===== src/rtl/csbr_pkg.sv =====
`timescale 1ns / 1ps

package csbr_pkg;

    // Pool geometry
    localparam int FRAMES    = 16;
    localparam int FRAME_W   = $clog2(FRAMES);
    localparam int PAGE_BITS = 16;
    localparam int USE_W     = 3;

    // Usage cap after reset
    localparam logic [USE_W-1:0] CAP_RESET = USE_W'(5);

    // Operations carried in the input item
    typedef enum logic [1:0] {
        CMD_FETCH = 2'd0,
        CMD_PIN   = 2'd1,
        CMD_UNPIN = 2'd2,
        CMD_NOP   = 2'd3
    } cmd_t;

    // Result codes
    typedef enum logic [2:0] {
        RES_HIT        = 3'd0,
        RES_MISS_EMPTY = 3'd1,
        RES_MISS_EVICT = 3'd2,
        RES_ALL_PINNED = 3'd3,
        RES_FLAG       = 3'd4,
        RES_ABSENT     = 3'd5
    } res_t;

    // Controller to datapath commands
    typedef struct packed {
        logic capture;     // latch the incoming transfer
        logic lookup;      // latch match result
        logic sweep_step;  // visit the frame under the hand
        logic commit;      // update frame state and load result register
    } dp_cmd_t;

    // Datapath to controller status
    typedef struct packed {
        cmd_t op;
        logic hit;
        logic all_pinned;
        logic victim_found;
    } dp_stat_t;

endpackage


===== src/rtl/csbr_ctrl.sv =====
`timescale 1ns / 1ps

module csbr_ctrl (
    input  logic                aclk,
    input  logic                aresetn,
    input  logic                s_tvalid,
    output logic                s_tready,
    output logic                m_tvalid,
    input  logic                m_tready,
    input  csbr_pkg::dp_stat_t  stat,
    output csbr_pkg::dp_cmd_t   cmd
);

    typedef enum logic [3:0] {
        S_IDLE   = 4'b0001,
        S_LOOKUP = 4'b0010,
        S_SWEEP  = 4'b0100,
        S_FINISH = 4'b1000
    } state_t;

    state_t state_reg, state_next;
    logic   out_valid_reg, out_valid_next;
    logic   slot_free;

    // Result slot can take a new result when empty or being drained
    assign slot_free = !out_valid_reg || m_tready;

    // Next state and commands
    always_comb begin
        state_next = state_reg;
        cmd        = '0;
        unique case (state_reg)
            S_IDLE: begin
                if (s_tvalid) begin
                    cmd.capture = 1'b1;
                    state_next  = S_LOOKUP;
                end
            end
            S_LOOKUP: begin
                cmd.lookup = 1'b1;
                if (stat.op == csbr_pkg::CMD_FETCH && !stat.hit && !stat.all_pinned) begin
                    state_next = S_SWEEP;
                end else begin
                    state_next = S_FINISH;
                end
            end
            S_SWEEP: begin
                cmd.sweep_step = 1'b1;
                if (stat.victim_found) begin
                    state_next = S_FINISH;
                end
            end
            S_FINISH: begin
                if (slot_free) begin
                    cmd.commit = 1'b1;
                    state_next = S_IDLE;
                end
            end
            default: begin
                state_next = S_IDLE;
            end
        endcase
    end

    // Output valid flag
    always_comb begin
        out_valid_next = out_valid_reg;
        if (cmd.commit) begin
            out_valid_next = 1'b1;
        end else if (m_tready) begin
            out_valid_next = 1'b0;
        end
    end

    always_ff @(posedge aclk) begin
        if (!aresetn) begin
            state_reg     <= S_IDLE;
            out_valid_reg <= 1'b0;
        end else begin
            state_reg     <= state_next;
            out_valid_reg <= out_valid_next;
        end
    end

    assign s_tready = (state_reg == S_IDLE);
    assign m_tvalid = out_valid_reg;

endmodule


===== src/rtl/csbr_datapath.sv =====
`timescale 1ns / 1ps

module csbr_datapath (
    input  logic                               aclk,
    input  logic                               aresetn,
    input  logic                               cfg_wr_en,
    input  logic [csbr_pkg::USE_W-1:0]         cfg_wr_data,
    input  logic [1:0]                         in_cmd,
    input  logic [csbr_pkg::PAGE_BITS-1:0]     in_page,
    input  csbr_pkg::dp_cmd_t                  cmd,
    output csbr_pkg::dp_stat_t                 stat,
    output logic [2:0]                         out_status,
    output logic [csbr_pkg::FRAME_W-1:0]       out_frame,
    output logic [csbr_pkg::PAGE_BITS-1:0]     out_evicted,
    output logic [csbr_pkg::USE_W-1:0]         out_usage
);

    localparam int FRAMES = csbr_pkg::FRAMES;
    localparam int FW     = csbr_pkg::FRAME_W;
    localparam int PW     = csbr_pkg::PAGE_BITS;
    localparam int UW     = csbr_pkg::USE_W;

    // Frame state
    logic [PW-1:0]     page_reg   [FRAMES];
    logic [FRAMES-1:0] valid_reg, valid_next;
    logic [FRAMES-1:0] pinned_reg, pinned_next;
    logic [UW-1:0]     usage_reg  [FRAMES];
    logic [UW-1:0]     usage_next [FRAMES];
    logic [FW-1:0]     hand_reg, hand_next;
    logic [UW-1:0]     cap_reg, cap_next;

    // Current transfer and lookup results
    csbr_pkg::cmd_t    op_reg;
    logic [PW-1:0]     pg_reg;
    logic              hit_reg;
    logic [FW-1:0]     idx_reg;
    logic              all_pinned_reg;
    logic [FW-1:0]     victim_reg, victim_next;

    // Result register
    logic [2:0]        status_reg;
    logic [FW-1:0]     frame_out_reg;
    logic [PW-1:0]     evict_out_reg;
    logic [UW-1:0]     usage_out_reg;

    logic [2:0]        res_status;
    logic [FW-1:0]     res_frame;
    logic [PW-1:0]     res_evict;
    logic [UW-1:0]     res_usage;

    logic              match_hit;
    logic [FW-1:0]     match_idx;
    logic              page_we;
    logic [UW-1:0]     hit_use;
    logic [UW-1:0]     hand_use;

    // Parallel match, lowest frame wins
    always_comb begin
        match_hit = 1'b0;
        match_idx = '0;
        for (int i = FRAMES - 1; i >= 0; i--) begin
            if (valid_reg[i] && page_reg[i] == pg_reg) begin
                match_hit = 1'b1;
                match_idx = FW'(i);
            end
        end
    end

    assign hand_use = usage_reg[hand_reg];

    assign stat.op           = op_reg;
    assign stat.hit          = match_hit;
    assign stat.all_pinned   = &pinned_reg;
    assign stat.victim_found = !pinned_reg[hand_reg] && hand_use == '0;

    // Saturating increment on a hit
    always_comb begin
        hit_use = usage_reg[idx_reg];
        if (hit_use < cap_reg) begin
            hit_use = hit_use + UW'(1);
        end
    end

    // Config register, zero is taken as one
    always_comb begin
        cap_next = cap_reg;
        if (cfg_wr_en) begin
            cap_next = (cfg_wr_data == '0) ? UW'(1) : cfg_wr_data;
        end
    end

    // Sweep step and commit updates
    always_comb begin
        valid_next  = valid_reg;
        pinned_next = pinned_reg;
        usage_next  = usage_reg;
        hand_next   = hand_reg;
        victim_next = victim_reg;
        page_we     = 1'b0;
        res_status  = csbr_pkg::RES_ABSENT;
        res_frame   = '0;
        res_evict   = '0;
        res_usage   = '0;

        if (cmd.sweep_step) begin
            hand_next = (hand_reg == FW'(FRAMES - 1)) ? '0 : hand_reg + FW'(1);
            if (!pinned_reg[hand_reg]) begin
                if (hand_use == '0) begin
                    victim_next = hand_reg;
                end else begin
                    usage_next[hand_reg] = hand_use - UW'(1);
                end
            end
        end

        if (cmd.commit) begin
            unique case (op_reg)
                csbr_pkg::CMD_PIN, csbr_pkg::CMD_UNPIN: begin
                    if (hit_reg) begin
                        pinned_next[idx_reg] = (op_reg == csbr_pkg::CMD_PIN);
                        res_status = csbr_pkg::RES_FLAG;
                        res_frame  = idx_reg;
                        res_usage  = usage_reg[idx_reg];
                    end
                end
                csbr_pkg::CMD_FETCH: begin
                    if (hit_reg) begin
                        usage_next[idx_reg] = hit_use;
                        res_status = csbr_pkg::RES_HIT;
                        res_frame  = idx_reg;
                        res_usage  = hit_use;
                    end else if (all_pinned_reg) begin
                        res_status = csbr_pkg::RES_ALL_PINNED;
                    end else begin
                        page_we                 = 1'b1;
                        valid_next[victim_reg]  = 1'b1;
                        pinned_next[victim_reg] = 1'b0;
                        usage_next[victim_reg]  = UW'(1);
                        res_frame  = victim_reg;
                        res_usage  = UW'(1);
                        if (valid_reg[victim_reg]) begin
                            res_status = csbr_pkg::RES_MISS_EVICT;
                            res_evict  = page_reg[victim_reg];
                        end else begin
                            res_status = csbr_pkg::RES_MISS_EMPTY;
                        end
                    end
                end
                csbr_pkg::CMD_NOP: begin
                    res_status = csbr_pkg::RES_ABSENT;
                end
                default: begin
                    res_status = csbr_pkg::RES_ABSENT;
                end
            endcase
        end
    end

    // Control state
    always_ff @(posedge aclk) begin
        if (!aresetn) begin
            valid_reg  <= '0;
            pinned_reg <= '0;
            hand_reg   <= '0;
            cap_reg    <= csbr_pkg::CAP_RESET;
            for (int i = 0; i < FRAMES; i++) begin
                usage_reg[i] <= '0;
            end
        end else begin
            valid_reg  <= valid_next;
            pinned_reg <= pinned_next;
            hand_reg   <= hand_next;
            cap_reg    <= cap_next;
            usage_reg  <= usage_next;
        end
    end

    // Page tags, written only on a load
    always_ff @(posedge aclk) begin
        if (page_we) begin
            page_reg[victim_reg] <= pg_reg;
        end
    end

    // Transfer capture, lookup latch, victim and result payload
    always_ff @(posedge aclk) begin
        if (cmd.capture) begin
            op_reg <= csbr_pkg::cmd_t'(in_cmd);
            pg_reg <= in_page;
        end
        if (cmd.lookup) begin
            hit_reg        <= match_hit;
            idx_reg        <= match_idx;
            all_pinned_reg <= &pinned_reg;
        end
        victim_reg <= victim_next;
        if (cmd.commit) begin
            status_reg    <= res_status;
            frame_out_reg <= res_frame;
            evict_out_reg <= res_evict;
            usage_out_reg <= res_usage;
        end
    end

    assign out_status  = status_reg;
    assign out_frame   = frame_out_reg;
    assign out_evicted = evict_out_reg;
    assign out_usage   = usage_out_reg;

endmodule


===== src/rtl/clock_sweep_buffer_replacement_top.sv =====
`timescale 1ns / 1ps
// An input transfer is captured, looked up and committed to the result register, which raises
// result valid; a fetch miss that finds an unpinned frame first sweeps the clock hand to a victim.
// The sweep visits one frame per step. One item at a time: input reopens after the commit. A waiting
// result does not stop the next transfer, but holds that item's commit until the result is taken.
// Reset (aresetn low, synchronous): all frames empty, unpinned, usage zero,
// hand at frame zero, usage_cap 5; no clearing pass is needed.
module clock_sweep_buffer_replacement_top (
    input  logic        aclk,
    input  logic        aresetn,
    input  logic        cfg_wr_en,
    input  logic [2:0]  cfg_wr_data,   // usage_cap
    input  logic        s_tvalid,
    output logic        s_tready,
    input  logic [15:0] s_tdata,       // [15:0] page_number
    input  logic [1:0]  s_tuser,       // [1:0] cmd
    output logic        m_tvalid,
    input  logic        m_tready,
    output logic [23:0] m_tdata,       // [3:0] frame_index, [19:4] evicted_page,
                                       // [22:20] usage_after, [23] zero
    output logic [2:0]  m_tuser        // [2:0] status
);

    csbr_pkg::dp_cmd_t  cmd;
    csbr_pkg::dp_stat_t stat;

    logic [csbr_pkg::FRAME_W-1:0]   out_frame;
    logic [csbr_pkg::PAGE_BITS-1:0] out_evicted;
    logic [csbr_pkg::USE_W-1:0]     out_usage;

    csbr_ctrl u_ctrl (
        .aclk     (aclk),
        .aresetn  (aresetn),
        .s_tvalid (s_tvalid),
        .s_tready (s_tready),
        .m_tvalid (m_tvalid),
        .m_tready (m_tready),
        .stat     (stat),
        .cmd      (cmd)
    );

    csbr_datapath u_dp (
        .aclk        (aclk),
        .aresetn     (aresetn),
        .cfg_wr_en   (cfg_wr_en),
        .cfg_wr_data (cfg_wr_data),
        .in_cmd      (s_tuser),
        .in_page     (s_tdata),
        .cmd         (cmd),
        .stat        (stat),
        .out_status  (m_tuser),
        .out_frame   (out_frame),
        .out_evicted (out_evicted),
        .out_usage   (out_usage)
    );

    // Pack result payload
    assign m_tdata = {1'b0, out_usage, out_evicted, out_frame};

`ifndef SYNTH
    // One item at a time: input closes right after a transfer
    a_single_item: assert property (@(posedge aclk) disable iff (!aresetn)
        s_tvalid && s_tready |=> !s_tready)
        else $error("input accepted while an item is in flight");

    // A commit always presents a result on the next cycle
    a_commit_shows: assert property (@(posedge aclk) disable iff (!aresetn)
        cmd.commit |=> m_tvalid)
        else $error("committed result not presented");

    // All-pinned and absent results carry no frame, page or usage
    a_empty_result: assert property (@(posedge aclk) disable iff (!aresetn)
        m_tvalid && (m_tuser == csbr_pkg::RES_ALL_PINNED || m_tuser == csbr_pkg::RES_ABSENT)
        |-> m_tdata == '0)
        else $error("failed result carries nonzero fields");

    // Only eviction results name an evicted page
    a_evict_only: assert property (@(posedge aclk) disable iff (!aresetn)
        m_tvalid && m_tuser != csbr_pkg::RES_MISS_EVICT |-> m_tdata[19:4] == '0)
        else $error("evicted page reported without eviction");
`endif

endmodule


===== config.mk =====
export PLATFORM = sky130hd
export DESIGN_NAME = clock_sweep_buffer_replacement_top
export DESIGN_NICKNAME = d
export VERILOG_FILES = /design/src/rtl/csbr_pkg.sv /design/src/rtl/csbr_ctrl.sv /design/src/rtl/csbr_datapath.sv /design/src/rtl/clock_sweep_buffer_replacement_top.sv
export SDC_FILE = /design/constraint.sdc
export NUM_CORES = 1
export LEC_CHECK = 0
export BUFFER_PORTS_ARGS = -buffer_cell sky130_fd_sc_hd__buf_4
export CORE_AREA = 5 5 236 261
export DETAILED_ROUTE_END_ITERATION = 7
export DIE_AREA = 0 0 241 266
export PLACE_DENSITY_LB_ADDON = 0.1
export SYNTH_ARGS = -nofsm -noshare
export SYNTH_HDL_FRONTEND = slang
export SYNTH_SLANG_ARGS = --single-unit
export TNS_END_PERCENT = 30

===== constraint.sdc =====
create_clock -name aclk -period 3.6 [get_ports aclk]
set_input_delay 0.9 -clock aclk [delete_from_list [all_inputs] [get_ports aclk]]
set_output_delay 0.9 -clock aclk [all_outputs]
set_load 0.02 [all_outputs]

== After elaboration in Yosys (flattened, before gate mapping) ==
Memories as Yosys holds them, arrays and structs flattened. A register that Yosys moved wholly into a read port is not among the register bits.
Cells that the tools add are included.
Word-level totals
  bits in registers: 130
  RAM bits: 256
  input bits: 26
  output and inout port bits: 29
  word-level logic and storage cells: 238
  memories: 1
Memory list
  u_dp.page_reg: depth 16, width 16, rd ports 17, clocked after memory_dff 1, write ports 1, line csbr_datapath.sv:24  | logic [PW-1:0] page_reg [FRAMES];
Cells by class
  add/subtract/negate cells: 3
  order comparisons: 12
  equal/unequal tests: 30
  multiplexer cells: 100
  bitwise operators: 14
  reductions and logical operators: 44
Operator list (number)
  two-way mux 48 bit: 7
  equality test 16 bit: 16
  bitwise mux 48 bit: 2
  two-way mux 4 bit: 16
  two-way mux 3 bit: 17
  two-way mux 16 bit: 3
  two-way mux 1 bit: 37
  demux 3 bit (select 4 bit): 3
  AND 32 bit: 1
  NOT 32 bit: 1
  bitwise OR 16 bit: 2
  case mux 16 bit (2 select lines): 1
  binary-select mux 3 bit (select 4 bit): 2
  logical AND 1 bit: 24
  AND 16 bit: 1
  bitwise mux 16 bit: 1
  NOT 16 bit: 1
  case mux 4 bit (4 select lines): 1
  AND reduction 16 bit: 1
  greater-or-equal comparator 5 bit, second input constant: 3
  less-than comparator 4 x 5 -> 1 bit, second input constant: 3
  less-than comparator 5 x 1 -> 1 bit, second input constant: 3
  NOT 4 -> 5 bit: 3
  case mux 3 bit (3 select lines): 1
  30 further kinds: 53

== Depth between registers and ports, before layout ==
An unclocked memory read counts as a cell.
  depth in word-level cells: 24
  gate-level depth with buffers: 16

== By module ==
From an unflattened synthesis, not the netlist that was laid out.
Second synthesis, totals
  cells, all modules: 1561
  area total of the unflattened synthesis: 20556.0 um^2
By module, submodules not included
  csbr_datapath: times used 1, cells an instance 1525, area each 20238.2 um^2, seq. area each 11050.6 um^2
  csbr_ctrl: times used 1, cells an instance 34, area each 306.5 um^2, seq. area each 100.1 um^2
  clock_sweep_buffer_replacement_top: times used 1, cells an instance 2, area each 11.3 um^2, seq. area each 0.0 um^2

== Least setup slack after synthesis ==
Ideal clock, no wire load.
  kind: register to register
  from: reg u_dp.hand_reg[0]
  to: reg u_dp.usage_reg[14] (netlist name)
  data arrival time: 3.637 ns
  data required time: 3.468 ns
  setup slack: -0.168 ns
  cell stages (with the launch flop): 16
  buffers on the path: 3
  clock period less this slack: 3.768 ns
  cell sequence: dfxtp_1 > buf_4 > buf_1 > mux4_2 > mux2i_1 > nand2_1 > o21ai_1 > clkbuf_1 > ha_1 > nor2b_1 > a221oi_4 > and2_1 > and3_4 > mux2_1 > nand2_1 > o31ai_1
Between the ends
  word-level cells in the longest chain between the ends: 14
Ends and longest elaborated chain
  start: declaration: line csbr_datapath.sv:29  | logic [FW-1:0] hand_reg, hand_next;
  start signal: assignment: line csbr_datapath.sv:172  | hand_reg <= hand_next;
  NOT 4 -> 5 bit (implied by the code): line csbr_datapath.sv:69, csbr_datapath.sv:111
  binary-select mux 3 bit (select 4 bit) (tied with other cells): line csbr_datapath.sv:69  | assign hand_use = usage_reg[hand_reg];
  two-way mux 3 bit (implied by the code) / logical AND 1 bit (equally long branches): line csbr_datapath.sv:69, csbr_datapath.sv:111
  two-way mux 3 bit (on tied branches): line csbr_datapath.sv:69, csbr_datapath.sv:111
  subtractor 3 x 1 -> 3 bit / demux 3 bit (select 4 bit) (equally long branches): line csbr_datapath.sv:111  | usage_next[hand_reg] = hand_use - UW'(1);
  bitwise mux 48 bit: line csbr_datapath.sv:111
  two-way mux 48 bit: line csbr_datapath.sv:108  | if (hand_use == '0) begin
  two-way mux 48 bit (*): line csbr_datapath.sv:107  | if (!pinned_reg[hand_reg]) begin
  two-way mux 48 bit (*): line csbr_datapath.sv:105  | if (cmd.sweep_step) begin
  AND 32 bit (no line)
  two-way mux 48 bit: line csbr_datapath.sv:132  | end else if (all_pinned_reg) begin
  two-way mux 48 bit: line csbr_datapath.sv:127  | if (hit_reg) begin
  two-way mux 48 bit: line csbr_datapath.sv:117  | unique case (op_reg)
  two-way mux 48 bit (*): line csbr_datapath.sv:116  | if (cmd.commit) begin
  end signal: assignment: line csbr_datapath.sv:174  | usage_reg <= usage_next;
  end: declaration: line csbr_datapath.sv:27  | logic [UW-1:0] usage_reg [FRAMES];
Mark *: on every way between the ends. The rest lies on a longest branch, timed or not. The select of a mux whose other input is x is not followed.
A chain may end at the register's enable or synchronous reset.

== Final worst setup path ==
Same ends and word-level chain as after synthesis.

==> results.cfg <==
[outcome]
status = completed

[routing]
viasPerCell = 5.54
firstDrtPassIters = 5
vias = 13314
wl_um = 65900
avgRoutedWirePerCell_um = 27.4
drt-initial-drc-count = 980
drcViolationCount = 0
drtAntennaViolNets = 0

[hold_path]
hp-start = s_tdata[1]
hold_end = u_dp.pg_reg[1]
whs_path_depth = 1
worstHoldPathType = in2reg

[clock_network]
cts_made_buffers = 49
htree_levels = 2
clock-sinks = 402
cts.clk_slew.worst_paths_ps = 60
cts_resized = 0
clock_latency_ps = 590
cts_tree = yes
cts_root_buf = clkbuf_16
clk_path_buf_depth = 3

[yosys]
synth-compound-area-share_pct = 5.48
synthTopCellsByCount = 310 x edfxtp_1, 153 x xor2_1, 117 x mux4_2
yosysWarnings = 0
synthXorXnorAreaFrac_pct = 11.2
synthSimpleGateAreaFrac_pct = 9.41
ys_ff_latch = 402
yosys.area.top_type_share_pct = 45.9
ys_types = 57
yosysMostFrequentCell = edfxtp_1
yosys.area.top_type = edfxtp_1
synthFlopType = edfxtp_1
synth_fp_nets = 1557
netlist_area_sq_um = 20300
syn_inst = 1518
syn_area_per_cell_sq_um = 13.4
seq_area_frac_synth_pct = 55.0
synth_mux_area_share_pct = 15.1
async_reset_ff_share_pct = 0
synth_top_family_by_area = multiplexers
yosys-top-cells-area = edfxtp_1 46%, mux4_2 13%, dfxtp_1 9.1%
synth-edff-count = 310
synthAdderAreaFrac_pct = 0.802

[final_layout]
multiInputGateArea_sq_um = 8540
synthToLayoutAreaGrowth_pct = 15.9
drive_gt1_share_pct = 20.9
largest_register_ffs = 256
nets = 1645
diodes = 0
fillers = 5535
seq_area_sq_um = 11200
fin_area_sq_um = 23500

[power]
clkPwrFrac_pct = 47.1
switching_share_pct = 22.7
pwr-share-seq_pct = 47.8
vdd_drop_max_v = 0.000346
leakage_nw = 7.97
p_sw_w = 0.00240
cellInternalPower_w = 0.00815
power_density_nw_per_um2 = 449
combPwrFrac_pct = 5.1

[global_routing]
track_usage_pct = 20.3
antenna_found_initial = 0
gr-total-overflow = 0
grt_pass1_wl_um = 96300
grt_pass1_vias = 13498
grt_max_degree = 47

[floorplanning]
die_area_sq_um = 64100
dieHeight_um = 266
row_count = 93
die_w_um = 241
initial_core_util_pct = 34.7
ios = 55
core_sq_um = 58400

[critical_path]
crit_required_ps = 4050
rr_endpoint = u_dp.usage_reg[14]
regToRegSetupSlack_ps = 280
rr_worst_depth = 12
cp-start-kind = register
end_kind = register
crit_type = reg2reg
cp_data_arrival_time_ps = 3770
crit_fanout = 22
r2r-start = u_dp.hand_reg[0]

[sta]
finalSetupViolations = 0
tns_ps = 0
slew_headroom_pct = 5.01
min_period_ps = 3320
fmaxAchievable_mhz = 301
skew_ps = 17.0
tightest_slew_ps = 1410
final_max_slew_viol_count = 0
fin_crit_sh_pct = 92.3
hold_viol = 0
rsz0062_at_grt = false

[place]
place_congestion = 0.875
hpwl_um = 47700
post_dp_cell_area_sq_um = 21800
io_buffer_count = 53

[job]
maxCapViolCount = 0
## cells by family after synthesis
kind of cell,count (synthesis)
compound gates,171
xor+xnor,260
fa+ha+maj,13
buf+inv,124
flops,402
mux,159
other cells,1
simple gates,388
## timing repair
| action | 4_1_cts | 5_1_grt |
|---|---|---|
| hold buffers | 0 | 0 |
| endpoints found under the setup margin | 0 | 29 |
| buffers inserted | 0 | 4 |
## power groups by stage
stage / clock network [W] / logic, W / registers, W
after detailed placement: 0 / 0.000536 / 0.00514
final: 0.00497 / 0.000536 / 0.00504
after global routing: 0.00528 / 0.000575 / 0.00504
after global placement: 0 / 0.000538 / 0.00514
after floorplan: 0 / 0.000323 / 0.00516
after CTS: 0.00509 / 0.000537 / 0.00504
## stage by stage
step	std cells	setup WS, ps	power (W)	utilization (%)	hold slack (ps)
floorplan	1518	41.0	0.00548	-	406
global placement	2311	144	0.00568	37.4	478
detailed placement	2311	103	0.00568	37.4	481
CTS	2399	91.8	0.0107	40.1	442
global route	2403	140	0.0109	40.2	457
finish	2403	277	0.0105	40.2	485
## per-layer routing
metal / track usage [%] / vias up / share of wire [%]
li1: - / 5941 / -
met1: 27.4 / 6938 / 42
met2: 34.9 / 355 / 51
met3: 2.45 / 80 / 4.1
met4: 5.48 / 0 / 2.5
met5: 0 / - / 0
## cells in the final DEF (no fill, tap or decap), types with 21 or more instances in the layout
cell type    n
inv_1       21
a21oi_1     41
nand2_1     78
nor2_1     106
clkbuf_16   50
o21ai_0     40
xnor2_1    107
buf_4      129
nor3_1      25
edfxtp_1   310
nor4_1      40
mux4_2     117
dfxtp_1     92
xor2_1     153
and3_1      27
nand3_1     27
mux2i_1     37
nand4_1     32
## cell type report
class	instances	share of cell area, %
clock inverter	26	1.25
inverter	22	0.351
tap	760	4.05
multi-input combinational	992	36.4
sequential	402	47.5
timing repair buffer	139	4.97
clock buffer	62	5.56
## how the worst max path moves through the flow
stage	startpoint	slack, ps	to	depth (start not counted)
finish	u_dp.hand_reg[0]	280	u_dp.usage_reg[14]	12
global route	u_dp.idx_reg[3]	140	u_dp.out_usage[0]	9
CTS	u_dp.idx_reg[0]	90	u_dp.usage_reg[18]	10
detailed placement	u_dp.idx_reg[0]	100	u_dp.out_usage[0]	9
global placement	u_dp.idx_reg[0]	140	u_dp.out_usage[0]	10
floorplan	u_dp.hand_reg[0]	40	u_dp.usage_reg[14]	15
## worst max-delay path, stage by stage, from the launching register on
cell	delay, ps
dfxtp_1	350
buf_12	200
mux4_2	550
mux4_2	480
inv_1	110
ha_1	190
nor2b_1	230
a221oi_4	130
and2_1	260
and3_4	220
mux2_1	320
nand2_1	70
o31ai_1	70
No activity file was read; power rests on OpenSTA's default activity.
